--- src/sv/pfa_pkg.sv ---
// Shared types and constants for the page frame allocator.
// Used by pfa_bump, page_frame_allocator and the testbench; depends on nothing.
package pfa_pkg;

    // Width of the configuration register index, wide enough to carry indexes
    // past the last register (those writes are ignored).
    localparam int CFG_IDX_W = 3;

    localparam logic [CFG_IDX_W-1:0] CFG_START_FRAME         = 3'd0;
    localparam logic [CFG_IDX_W-1:0] CFG_FIRST_REGION_END    = 3'd1;
    localparam logic [CFG_IDX_W-1:0] CFG_SECOND_REGION_START = 3'd2;
    localparam logic [CFG_IDX_W-1:0] CFG_SECOND_REGION_END   = 3'd3;

    // Request codes.
    localparam logic CMD_ALLOC = 1'b0;
    localparam logic CMD_FREE  = 1'b1;

    // Result status codes.
    typedef enum logic [1:0] {
        ST_OK        = 2'd0,
        ST_EXHAUSTED = 2'd1,
        ST_FULL      = 2'd2
    } t_status;

endpackage

--- src/sv/pfa_bump.sv ---
// Bump pointer and region limit registers with the allocate decision logic.
// Depends on pfa_pkg; instantiated by page_frame_allocator.
module pfa_bump #(
    parameter int FRAME_BITS = 36
) (
    input  logic                         i_clk,
    input  logic                         i_rst_n,
    input  logic                         i_cfg_we,
    input  logic [pfa_pkg::CFG_IDX_W-1:0] i_cfg_index,
    input  logic [FRAME_BITS-1:0]        i_cfg_data,
    input  logic                         i_take,
    output logic [FRAME_BITS-1:0]        o_frame,
    output logic                         o_exhausted
);

    logic [FRAME_BITS-1:0] r_next;
    logic [FRAME_BITS-1:0] n_next;
    logic [FRAME_BITS-1:0] r_first_end;
    logic [FRAME_BITS-1:0] r_second_start;
    logic [FRAME_BITS-1:0] r_second_end;
    logic                  w_in_hole;

    assign o_exhausted = r_next > r_second_end;
    // A pointer in the hole between the regions jumps to the second region.
    assign w_in_hole   = (r_next >= r_first_end) && (r_next < r_second_start);
    assign o_frame     = w_in_hole ? r_second_start : r_next;

    always_comb begin
        n_next = r_next;
        if (i_cfg_we && (i_cfg_index == pfa_pkg::CFG_START_FRAME)) begin
            n_next = i_cfg_data;
        end else if (i_take) begin
            n_next = o_frame + FRAME_BITS'(1);
        end
    end

    always_ff @(posedge i_clk) begin
        if (!i_rst_n) begin
            r_next         <= FRAME_BITS'(1);
            r_first_end    <= '0;
            r_second_start <= '0;
            r_second_end   <= '0;
        end else begin
            r_next <= n_next;
            if (i_cfg_we) begin
                case (i_cfg_index)
                    pfa_pkg::CFG_FIRST_REGION_END:    r_first_end    <= i_cfg_data;
                    pfa_pkg::CFG_SECOND_REGION_START: r_second_start <= i_cfg_data;
                    pfa_pkg::CFG_SECOND_REGION_END:   r_second_end   <= i_cfg_data;
                    default: ;
                endcase
            end
        end
    end

endmodule

--- config.mk ---
export PLATFORM = sky130hd
export DESIGN_NAME = pfa_bump
export DESIGN_NICKNAME = d
export VERILOG_FILES = /design/src/sv/pfa_pkg.sv /design/src/sv/pfa_bump.sv
export SDC_FILE = /design/constraint.sdc
export NUM_CORES = 1
export LEC_CHECK = 0
export BUFFER_PORTS_ARGS = -buffer_cell sky130_fd_sc_hd__buf_2
export CORE_ASPECT_RATIO = 0.75
export CORE_MARGIN = 5
export CORE_UTILIZATION = 60
export CTS_BUF_LIST = sky130_fd_sc_hd__clkbuf_4 sky130_fd_sc_hd__clkbuf_8
export DETAILED_ROUTE_END_ITERATION = 12
export PLACE_DENSITY = 0.79
export SLEW_MARGIN = 0
export SYNTH_ARGS = -nofsm -noshare
export SYNTH_HDL_FRONTEND = slang
export SYNTH_SLANG_ARGS = --single-unit
--- constraint.sdc ---
create_clock -name i_clk -period 7.15 [get_ports i_clk]
set_clock_uncertainty 0.15 [all_clocks]
set_input_delay 1.0725 -clock i_clk [delete_from_list [all_inputs] [get_ports i_clk]]
set_output_delay 1.0725 -clock i_clk [all_outputs]
set_load 0.01 [all_outputs]
; After elaboration in Yosys (flattened, before gate mapping)
; Cells that the tools add are included.
; W data, S select, Z words.
[word_totals]
inputBits = 43
regBits = 144
output_inout_bits = 37
wordCells = 21
[op_classes]
add_sub_neg = 1
eq_ne = 3
n_mux = 3
order_cmp = 3
reduce_logical = 7
[ops]
columns = op, count
row1 = $mux W36, 3
row2 = $add A36 B1 Y36 const B, 1
row3 = $ge A36 B36 Y1, 1
row4 = $gt A36 B36 Y1, 1
row5 = $lt A36 B36 Y1, 1
row6 = $eq A3 B2 Y1 const B, 2
row7 = $reduce_and A2 Y1, 3
row8 = $eq A3 B1 Y1 const B, 1
row9 = $logic_not A3 Y1, 1
row10 = $logic_and A1 B1 Y1, 2
row11 = $reduce_bool A2 Y1, 1

; Longest topological paths before layout
; Gate-level depths: netlist (run 1).
[logic_depth]
depth_word = 6
ltp_mapped = 25
depth_no_buf = 21

; Worst setup path after synthesis (run 1)
; Ideal clock, no wire load.
[synth_path]
kind = register to register
from = register r_next[31]
to = register r_next[26]
period_less_slack_ps = 4859
t_required_ps = 6869
t_arrival_ps = 4578
slack_ps = 2291
setup_ps = 131
stages_incl_launch_ff = 23
n_path_buf = 4
path_cell_list = dfxtp_1 ha_1 nand4_1 or4_1 nor2_1 a211oi_1 or3_1 buf_6 buf_6 buf_1 clkbuf_1 o21ai_0 ha_1 inv_1 nor3_1 nand4_1 nor2_1 nand2_1 nor2_1 mux2_2 nor2b_1 xnor2_1 o22ai_1
[synth_between]
elab_chain_len = 6
word_cells_on_any_way = 7
cone_classes = 1 x add/sub / 2 x order compare / 3 x mux / 1 x reduce/logical
[synth_rtl]
columns = item, line_no
row1 = start: declaration, pfa_bump.sv:16  ; logic [FRAME_BITS-1:0] r_next;
row2 = start signal: assignment, pfa_bump.sv:44  ; r_next <= n_next;
row3 = $ge A36 B36 Y1 / $lt A36 B36 Y1 (equally long branches), pfa_bump.sv:25  ; assign w_in_hole = (r_next >= r_first_end) && (r_next < r_second_start);
row4 = $logic_and A1 B1 Y1 *, pfa_bump.sv:25
row5 = $mux W36 *, pfa_bump.sv:26  ; assign o_frame = w_in_hole ? r_second_start : r_next;
row6 = named net o_frame[1], pfa_bump.sv:12  ; output logic [FRAME_BITS-1:0] o_frame,
row7 = $add A36 B1 Y36 *, pfa_bump.sv:33  ; n_next = o_frame + FRAME_BITS'(1);
row8 = $mux W36 *, pfa_bump.sv:32  ; end else if (i_take) begin
row9 = $mux W36 *, pfa_bump.sv:30  ; if (i_cfg_we && (i_cfg_index == pfa_pkg::CFG_START_FRAME)) begin
; Mark *: on every way through the listed nets, which the timed path passes. The rest lies on a longest branch. The select of a mux whose other input is x is not followed.
; A chain may end at the register's enable or synchronous reset.

; Worst setup path in the final report (run 1)
[layout_path]
from = register r_next[5]
to = output port o_frame[30]
[layout_between]
elab_chain_len = 3
word_cells_on_any_way = 4
cone_classes = 2 x order compare / 1 x mux / 1 x reduce/logical
[layout_rtl]
columns = item, line_no
row1 = $ge A36 B36 Y1 / $lt A36 B36 Y1 (equally long branches), pfa_bump.sv:25
row2 = $logic_and A1 B1 Y1 *, pfa_bump.sv:25
row3 = $mux W36 *, pfa_bump.sv:26
row4 = end: declaration, pfa_bump.sv:12
; Every way passes the cells marked *; elsewhere a longest branch is shown, timed or not.

==> results of run 1 <==
[worst min-delay path by stage]
stage | startpoint | endpoint
after detailed placement | r_second_end[12]$_SDFFE_PN0P_ | r_second_end[12]$_SDFFE_PN0P_
after global routing | r_first_end[15]$_SDFFE_PN0P_ | r_first_end[15]$_SDFFE_PN0P_
after CTS | r_second_end[12]$_SDFFE_PN0P_ | r_second_end[12]$_SDFFE_PN0P_
after global placement | r_second_end[35]$_SDFFE_PN0P_ | r_second_end[35]$_SDFFE_PN0P_
final | r_second_end[26]$_SDFFE_PN0P_ | r_second_end[26]$_SDFFE_PN0P_
after floorplan | r_first_end[10]$_SDFFE_PN0P_ | r_first_end[10]$_SDFFE_PN0P_
[power by group]
part           leakage (nW)  total (W)  switching, W  internal [W]
clock                 0.217   0.000712      0.000342      0.000369
sequential             1.17   0.000883     0.0000494      0.000833
combinational          2.82   0.000717      0.000424      0.000294
[layout make-up]
type	count	area [µm²]
Clock buffer	20	269
Clock inverter	12	156
Fill cell	1394	5360
Inverter	121	455
Multi-Input combinational cell	962	6000
Sequential cell	144	2880
Tap cell	210	263
Timing Repair Buffer	90	478
[sequential cells by signal, indices dropped and copies added (netlist names)]
signal	flops
r_first_end	36
r_next	36
r_second_end	36
r_second_start	36
[per-stage QoR]
| step | instance area, µm² | util |
|---|---|---|
| 2_1_floorplan | 9630 | - |
| 3_3_place_gp | 10100 | 0.635 |
| 3_5_place_dp | 10100 | 0.635 |
| 4_1_cts | 10500 | 0.662 |
| 5_1_grt | 10500 | 0.662 |
| 6_report | 10500 | 0.662 |
[worst max-delay path: stages, from the launching register on]
cell	delay (ns)
dfxtp_1	0.53
ha_1	0.31
a21oi_1	0.16
o21ai_0	0.25
a221oi_1	0.33
nor2_1	0.08
a211oi_1	0.22
or3_4	0.49
buf_4	0.68
mux2_2	0.46
buf_2	0.15
[per-layer routing]
metal | track usage | wire, µm
met3 | 0.0836 | 3190
met5 | 0 | 0
met1 | 0.440 | 12900
met4 | 0.0862 | 529
met2 | 0.453 | 12200
[layout by cell type (no fill, tap or decap), drive strengths merged, types with 6 or more instances in the layout]
master,count
xnor2,18
inv,122
clkinv,7
buf,90
dfxtp,144
mux2i,24
nor2,45
and3,10
mux2,31
a21o,24
a31o,7
a21oi,189
nor3,18
a221oi,7
or3,7
nand3,35
o211ai,14
a31oi,6
nand2,293
xor2,6
clkbuf,20
nand4,25
o21ai,47
o22ai,6
ha,108
[kinds of logic after synthesis]
| kind of cell | synth area share |
|---|---|
| compound gates | 0.188 |
| xor+xnor | 0.0218 |
| fa+ha+maj | 0.140 |
| buf+inv | 0.0792 |
| flops | 0.299 |
| mux | 0.0665 |
| simple gates | 0.205 |
==> flow_summary.yaml, run 1 <==
clocking:
  clkLatencyLatePin_ns: 0.47
  ctsLongestPathBuffers: 2
  clock_tree.root_cell: "clkbuf_8"
  htree_num_levels: 4
  cts-buffers-inserted: 17
  cts_setup_buffers: 0
  cts.reportedPaths.clkPinSlew_ns: 0.08
  cts_tree: "built"
  cts_resized: 0
  cts.sink_count: 144
  cts_hold_buf: 0
hold_path:
  timing.hold.worst.class: "reg2reg"
  worst_hold_path.num_cells: 2
timing:
  transition_time_at_the_pin_with_the_least_slew_margin_ns: 0.925
  report.final.slew_viol_count: 0
  rsz_0062_raised_after_global_routing: "false"
  slew_headroom: 0.381
  hold_viol: 0
  setup_viol_count_final: 0
  clock.fmax_mhz: 186
  timing.setup.tns_ns: 0
  final_min_period_over_clock_period: 0.754
  worst_slack_ns: 1.76
  final_period_minus_worst_setup_slack_ns: 5.39
  whs_ns: 0.306
global_routing:
  gr-usage-all-layers: 0.307
  first_global_vias: 8832
  initial_antenna_violation_count: 0
  grt_pass1_wl_um: 45900
  remaining_global_route_overflow: 0
  largest_net_degree_at_the_start_of_global_routing: 75
power_and_ir_drop:
  p_total_w: 0.00231
  pwr_density_cell_nw_per_um2: 220
  worst_ir_drop_vdd_mv: 0.149
  p_leak_nw: 4.21
setup_path:
  worstPathRequired_ns: 5.93
  worst-setup-path-type: "reg2out"
  crit_start: "r_next[5]$_SDFFE_PN0P_"
  setup.worst_path.start_class: "register"
  highest_net_fanout_along_the_worst_path: 53
  timing.critical_path.to: "o_frame[30]"
  crit-reg2reg-launch: "r_next[19]$_SDFFE_PN0P_"
  crit-reg2reg-capture: "r_next[26]$_SDFFE_PN0P_"
  regToRegSetupSlack_ns: 1.81
  ff2ff_path_depth: 19
  setup.worst_path.end_class: "primary output"
  arrival_ns: 4.17
run:
  max_cap_violations: 0
synth:
  number_of_warnings_reported_in_the_yosys_synthesis_log: 0
  synth.yosys.seq_area_share: 0.299
  synthMostInstantiatedCell: "nand2_1"
  synth_area_per_cell_um2: 7.46
  synth.area.top_cells: "dfxtp_1 (30%), ha_1 (14%), nand2_1 (11%)"
  synth.cells.most_frequent: "nand2_1 (293), a21oi_1 (188), dfxtp_1 (144), inv_1 (121), ha_1 (108)"
  synth_cells: 1292
  netlist.area_leader.share: 0.299
  synth_area_leader_cell: "dfxtp_1"
  post_synth_net_total: 1443
  most_used_flip_flop_cell_after_synthesis: "dfxtp_1"
  synth_cell_type_count: 50
  asyncSetResetFlopFracSynth: 0
  synth.ff_latch_count: 144
  mappedNetlistArea_um2: 9630
  synth_enable_flop_cells: 0
detailed_routing:
  detailed_route_wire_length_per_cell_um: 18.5
  residual_antenna_violating_net_count_after_detailed_routing: 0
  initialDrtViolationCount: 913
  drc_errors: 0
  routed-via-count: 9442
  drt_pre_antenna_iters: 6
  routed_via_density: 6.06
  drt_wl_total_um: 28900
placement:
  hpwlAfterDp_um: 19700
  gpl.final_weighted_congestion: 0.934
  place_ws_ns: 1.98
  dp_cells: 1527
  numPortBuffers: 79
floorplanning:
  die_width_um: 156
  io_pins: 80
  design.die.area_um2: 18700
  initial_utilization: 0.607
  die_h_um: 120
  coreArea_um2: 15900
  floorplan.rows: 40
status:
  status: "completed"
final_layout:
  design.final.nets: 1487
  final_cells: 1559
  syn_to_final_growth_pct: 9.04
  post_route_cells_drive_above_1_share: 0.126
  antenna_cells: 0
No activity file was read; power rests on OpenSTA's default activity.
==> run 2, diff against run 1 <==
- clock period: 7.15 -> 5.25 ns (I/O delays scaled with it)
==> run 2 against run 1 <==
Against the previous run: die area is the same; register-to-register slack got worse by 1.4 ns; hold slack is essentially flat; first-iteration DRC count rose by 45%; critical path type is now reg2reg; largest cell class unchanged; highest routed layer unchanged.
==> flow_summary.yaml, run 2 (synthesis gave the netlist of run 1 again) <==
status:
  status: "completed"
setup_path:
  worst-setup-path-type: "reg2reg"
  cpLargestDelayFamily: "simple AND/OR/NAND/NOR gates"
  highest_net_fanout_along_the_worst_path: 9
  timing.critical_path.to: "r_next[26]$_SDFFE_PN0P_"
  wp_buf_inv: 1
  crit-reg2reg-launch: "r_next[19]$_SDFFE_PN0P_"
  crit-reg2reg-capture: "r_next[26]$_SDFFE_PN0P_"
  arrival_ns: 5.03
  critical_path_slowest_stage_cell: "dfxtp_1"
  ff2ff_path_depth: 19
  crit_start: "r_next[19]$_SDFFE_PN0P_"
  timing.critical_path.depth: 19
  setup.worst_path.end_class: "register"
  max_stage_delay_ns: 0.44
  setup.worst_path.start_class: "register"
  worstPathRequired_ns: 5.43
  regToRegSetupSlack_ns: 0.41
  critical_path_cell_by_cell: "ha_1 -> nand4_1 -> nor4_1 -> nand2_1 -> o22ai_1 -> a211oi_1 -> or3_4 -> o21ai_0 -> ha_1 -> inv_1 -> nor3_1 -> nand4_1 -> nor2_1 -> nand2_1 -> nor2_1 -> mux2_2 -> nor2b_1 -> xnor2_1 -> o22ai_1"
timing:
  clock.fmax_mhz: 206
  report.final.slew_viol_count: 0
  transition_time_at_the_pin_with_the_least_slew_margin_ns: 1.14
  setup_viol_count_final: 0
  timing.setup.tns_ns: 0
  slew_headroom: 0.240
  final_min_period_over_clock_period: 0.923
  hold_viol: 0
  final_period_minus_worst_setup_slack_ns: 4.84
  rsz_0062_raised_after_global_routing: "false"
clocking:
  cts-buffers-inserted: 17
  clkLatencyLatePin_ns: 0.46
  clock_tree.root_cell: "clkbuf_8"
  cts_resized: 0
  cts_tree: "built"
  cts_setup_buffers: 0
  cts.sink_count: 144
  ctsLongestPathBuffers: 2
  cts_hold_buf: 0
  htree_num_levels: 4
  cts.reportedPaths.clkPinSlew_ns: 0.08
placement:
  gpl.final_weighted_congestion: 0.915
  hpwlAfterDp_um: 20800
  numPortBuffers: 79
detailed_routing:
  drt_wl_total_um: 29000
  residual_antenna_violating_net_count_after_detailed_routing: 0
  routed-via-count: 9519
  drt_pre_antenna_iters: 5
  drc_errors: 0
  routed_via_density: 6.09
  detailed_route_wire_length_per_cell_um: 18.6
  initialDrtViolationCount: 1328
floorplanning:
  io_pins: 80
  die_width_um: 156
  coreArea_um2: 15900
  floorplan.rows: 40
  design.die.area_um2: 18700
  initial_utilization: 0.607
  die_h_um: 120
final_layout:
  mostFrequentLayoutCells: "nand2_1 (292), a21oi_1 (188), dfxtp_1 (144), inv_1 (120), ha_1 (108)"
  design.final.nets: 1492
  n_fill_cell: 1430
  antenna_cells: 0
  post_route_cells_drive_above_1_share: 0.129
  sequential_cell_area_um2: 2880
  syn_to_final_growth_pct: 9.00
  mostFrequentLayoutCell: "nand2_1"
  combined_area_of_the_multi_input_logic_cells_um2: 6000
power_and_ir_drop:
  comb_power_share: 0.324
  cell_internal_pwr_w: 0.00199
  power_frac_seq: 0.388
  pwr_density_cell_nw_per_um2: 295
  p_leak_nw: 4.22
  worst_ir_drop_vdd_mv: 0.186
  power.share.switching: 0.357
  p_total_w: 0.00309
  net-switching-power_w: 0.00110
  clockPowerShare: 0.288
global_routing:
  initial_antenna_violation_count: 0
  first_global_vias: 8873
  gr-usage-all-layers: 0.306
  grt_pass1_wl_um: 46100
  remaining_global_route_overflow: 0
  largest_net_degree_at_the_start_of_global_routing: 74
hold_path:
  timing.hold.worst.class: "reg2reg"
run:
  max_cap_violations: 0
[run 2: changes by cell type in the layout (fill, tap and decap cells not counted), sizes merged]
| cell | previous run | this run |
|---|---|---|
| buf | 90 | 95 |
| bufinv | 3 | 2 |
| clkinv | 7 | 9 |
| inv | 122 | 120 |
[run 2: worst reg2reg max path, cell delays in order (launching register included)]
cell and delay [ns]:
dfxtp_1 0.44, ha_1 0.37, nand4_1 0.15, nor4_1 0.41, nand2_1 0.09, o22ai_1 0.18
a211oi_1 0.10, or3_4 0.42, o21ai_0 0.24, ha_1 0.25, inv_1 0.08, nor3_1 0.33
nand4_1 0.26, nor2_1 0.33, nand2_1 0.12, nor2_1 0.10, mux2_2 0.25, nor2b_1 0.21
xnor2_1 0.14, o22ai_1 0.10
[run 2: area by class of cell]
class / count / share of cell area
clock buffer: 20 / 0.0256
clock inverter: 11 / 0.0110
inverter: 121 / 0.0434
multi-input combinational: 962 / 0.571
sequential: 144 / 0.275
tap: 210 / 0.0250
timing repair buffer: 95 / 0.0491
[run 2: power by group through the flow]
stage / Sequential [W] / Clock (W) / Combinational, W
2_1_floorplan: 0.00120 / 0 / 0.000764
6_report: 0.00120 / 0.000892 / 0.00100
5_1_grt: 0.00120 / 0.000939 / 0.00109
4_1_cts: 0.00120 / 0.000892 / 0.000984
3_5_place_dp: 0.00122 / 0 / 0.000977
3_3_place_gp: 0.00122 / 0 / 0.000961
[run 2: routing by layer]
metal / global-route usage / part of all wire / up-vias
met5: 0 / 0 / -
met2: 0.452 / 0.42 / 532
li1: - / - / 4526
met4: 0.0813 / 0.020 / 0
met3: 0.0555 / 0.11 / 57
met1: 0.456 / 0.45 / 4404
[run 2: worst min-delay path by stage]
stage	startpoint	endpoint	cells after the start
CTS	r_second_end[14]$_SDFFE_PN0P_	r_second_end[14]$_SDFFE_PN0P_	2
finish	r_second_end[23]$_SDFFE_PN0P_	r_second_end[23]$_SDFFE_PN0P_	2
global placement	r_first_end[15]$_SDFFE_PN0P_	r_first_end[15]$_SDFFE_PN0P_	2
detailed placement	r_second_end[4]$_SDFFE_PN0P_	r_second_end[4]$_SDFFE_PN0P_	2
floorplan	r_first_end[10]$_SDFFE_PN0P_	r_first_end[10]$_SDFFE_PN0P_	2
global route	r_first_end[2]$_SDFFE_PN0P_	r_first_end[2]$_SDFFE_PN0P_	2
[run 2: through the flow]
step	util	worst slack, ns	cell area, µm²	hold slack, ns	std cells
floorplan	-	0.391	9630	0.286	1292
global placement	0.638	0.607	10100	0.292	1532
detailed placement	0.638	0.493	10100	0.297	1532
CTS	0.662	0.467	10500	0.308	1563
global route	0.662	0.0748	10500	0.322	1563
finish	0.662	0.406	10500	0.306	1563
==> run 3, diff against run 2 <==
- CORE_UTILIZATION: 60 -> 30
- PLACE_DENSITY: 0.79 -> 0.46
- clock period: 5.25 -> 4.44 ns (I/O delays scaled with it)
==> run 3 against run 2 <==
Against the previous run: hold slack got worse by 0.011 ns; maximum frequency rose by 14%; total power is 28% higher; cell area grew 9.2%; sequential share of layout area shrank 2.2 points; non-clock buffer count is 64 higher; combinational power increased by 43%; routed wire length up 17%; sequential power rose by 16%; setup slack got worse by 0.20 ns; highest routed layer unchanged.
==> flow_summary.yaml, run 3 (synthesis gave the netlist of run 1 again) <==
status:
  status: "completed"
final_layout:
  mostFrequentLayoutCells: "nand2_1 (292), a21oi_1 (184), dfxtp_1 (137), inv_1 (120), ha_1 (103)"
  post_route_cells_drive_above_1_share: 0.193
  final_cells: 1822
  mostFrequentLayoutCell: "nand2_1"
  design_area_um2: 11500
  antenna_cells: 0
  syn_to_final_growth_pct: 19.0
  postLayoutCoreUtil: 0.364
  design.final.nets: 1556
global_routing:
  gr-usage-all-layers: 0.190
  first_global_vias: 8671
  remaining_global_route_overflow: 0
  initial_antenna_violation_count: 0
  grt_pass1_wl_um: 52300
  largest_net_degree_at_the_start_of_global_routing: 92
setup_path:
  cpLargestDelayFamily: "simple AND/OR/NAND/NOR gates"
  worstPathRequired_ns: 4.68
  regToRegSetupSlack_ns: 0.21
  crit-reg2reg-capture: "r_next[16]$_SDFFE_PN0P_"
  ff2ff_path_depth: 20
  max_stage_delay_ns: 0.58
  arrival_ns: 4.48
  worst-setup-path-type: "reg2reg"
  crit-reg2reg-launch: "r_first_end[29]$_SDFFE_PN0P_"
  setup.worst_path.start_class: "register"
  setup.worst_path.end_class: "register"
  highest_net_fanout_along_the_worst_path: 6
  critical_path_slowest_stage_cell: "or4_4"
  critical_path_cell_by_cell: "inv_1 -> ha_4 -> nand4_1 -> or4_4 -> nor2_2 -> a211oi_1 -> or3_4 -> mux2_4 -> ha_4 -> inv_1 -> nor3_4 -> nand4_1 -> nor2_2 -> buf_4 -> buf_4 -> nand2_1 -> mux2i_1 -> xnor2_1 -> a21oi_1 -> a31o_2"
  wp_buf_inv: 4
timing:
  slew_headroom: 0.234
  final_min_period_over_clock_period: 0.953
  transition_time_at_the_pin_with_the_least_slew_margin_ns: 1.15
  report.final.slew_viol_count: 0
  hold_viol: 0
  clock.fmax_mhz: 236
  setup_viol_count_final: 0
  final_period_minus_worst_setup_slack_ns: 4.23
detailed_routing:
  residual_antenna_violating_net_count_after_detailed_routing: 0
  routed_via_density: 5.04
  drt_pre_antenna_iters: 5
  detailed_route_wire_length_per_cell_um: 18.7
  initialDrtViolationCount: 627
  routed-via-count: 9190
  drc_errors: 0
  drt_wl_total_um: 34000
clocking:
  htree_num_levels: 4
  cts.sink_count: 144
  cts_tree: "built"
  clkLatencyLatePin_ns: 0.50
  cts-buffers-inserted: 17
  clock_tree.root_cell: "clkbuf_8"
  ctsLongestPathBuffers: 2
  cts_hold_buf: 0
  cts.reportedPaths.clkPinSlew_ns: 0.09
power_and_ir_drop:
  worst_ir_drop_vdd_mv: 0.244
  p_leak_nw: 4.59
  pwr_density_cell_nw_per_um2: 344
hold_path:
  holdPathEnd: "r_second_start[24]$_SDFFE_PN0P_"
  worst_hold_path.num_cells: 3
  timing.hold.worst.class: "in2reg"
  worstHoldStart: "i_cfg_data[24]"
placement:
  dp_cells: 1790
  numPortBuffers: 79
  gpl.final_weighted_congestion: 0.843
  placed_area_um2: 10900
  hpwlAfterDp_um: 24400
floorplanning:
  coreArea_um2: 31500
  io_pins: 80
  die_h_um: 165
  floorplan.rows: 56
  initial_utilization: 0.306
  die_width_um: 217
  design.die.area_um2: 35800
run:
  max_cap_violations: 0
[run 3: cell types whose count changed in the layout (fill, tap and decap cells not counted), sizes merged]
cell | before | now
clkinv | 9 | 6
clkinvlp | 1 | 2
inv | 120 | 121
clkbuf | 20 | 19
bufinv | 2 | 3
buf | 95 | 159
[run 3: power by group]
part | switching (W) | internal (W)
clock | 0.000570 | 0.000558
sequential | 0.0000438 | 0.00134
combinational | 0.000822 | 0.000610
total | 0.00144 | 0.00251
[run 3: worst max path at each step]
stage	start	to	slack, ns	cells after the start
2_1_floorplan	r_next[31]$_SDFFE_PN0P_	r_next[26]$_SDFFE_PN0P_	0.01	22
3_3_place_gp	r_first_end[11]$_SDFFE_PN0P_	r_next[26]$_SDFFE_PN0P_	0.05	22
3_5_place_dp	r_first_end[11]$_SDFFE_PN0P_	r_next[26]$_SDFFE_PN0P_	-0.1	22
4_1_cts	r_first_end[31]$_SDFFE_PN0P_	r_next[26]$_SDFFE_PN0P_	-0.001	19
5_1_grt	r_first_end[29]$_SDFFE_PN0P_	r_next[16]$_SDFFE_PN0P_	-0.002	20
6_report	r_first_end[29]$_SDFFE_PN0P_	r_next[16]$_SDFFE_PN0P_	0.21	20
[run 3: area by class of cell]
cell class,count,area [µm²]
Clock buffer,19,249
Clock inverter,11,143
Fill cell,3368,20000
Inverter,121,457
Multi-Input combinational cell,962,6200
Sequential cell,144,2890
Tap cell,406,508
Timing Repair Buffer,159,1020
[run 3: worst min-delay path: cells and delay by family]
kind                   cells  cell delay (ns)
and+or+nand+nor            1             0.06
buffers and inverters      1             0.13
AOI/OAI and AO/OA          1             0.05
[run 3: metal layers]
layer / wire (µm) / track usage
met1: 18200 / 0.296
met2: 13700 / 0.269
met3: 1920 / 0.0408
met4: 217 / 0.0345
met5: 0 / 0
[run 3: timing repair]
| action | 4_1_cts | 5_1_grt |
|---|---|---|
| gates resized for setup | 11 | 33 |
| setup buffers | 0 | 2 |
| pin swaps | 0 | 12 |
| hold endpoints to repair | 0 | 0 |
| cloned | 0 | 0 |
| setup endpoints to repair | 37 | 36 |
[run 3: metrics by stage]
| step | TNS (ns) | hold slack (ns) | setup WS (ns) | power (W) |
|---|---|---|---|---|
| final | 0 | 0.295 | 0.207 | 0.00395 |
| after global routing | -0.00249 | 0.251 | -0.00249 | 0.00418 |
| after CTS | -0.00108 | 0.247 | -0.00108 | 0.00394 |
| after detailed placement | -0.180 | 0.297 | -0.0976 | 0.00277 |
| after global placement | 0 | 0.291 | 0.0550 | 0.00275 |
| after floorplan | 0 | 0.286 | 0.0143 | 0.00234 |
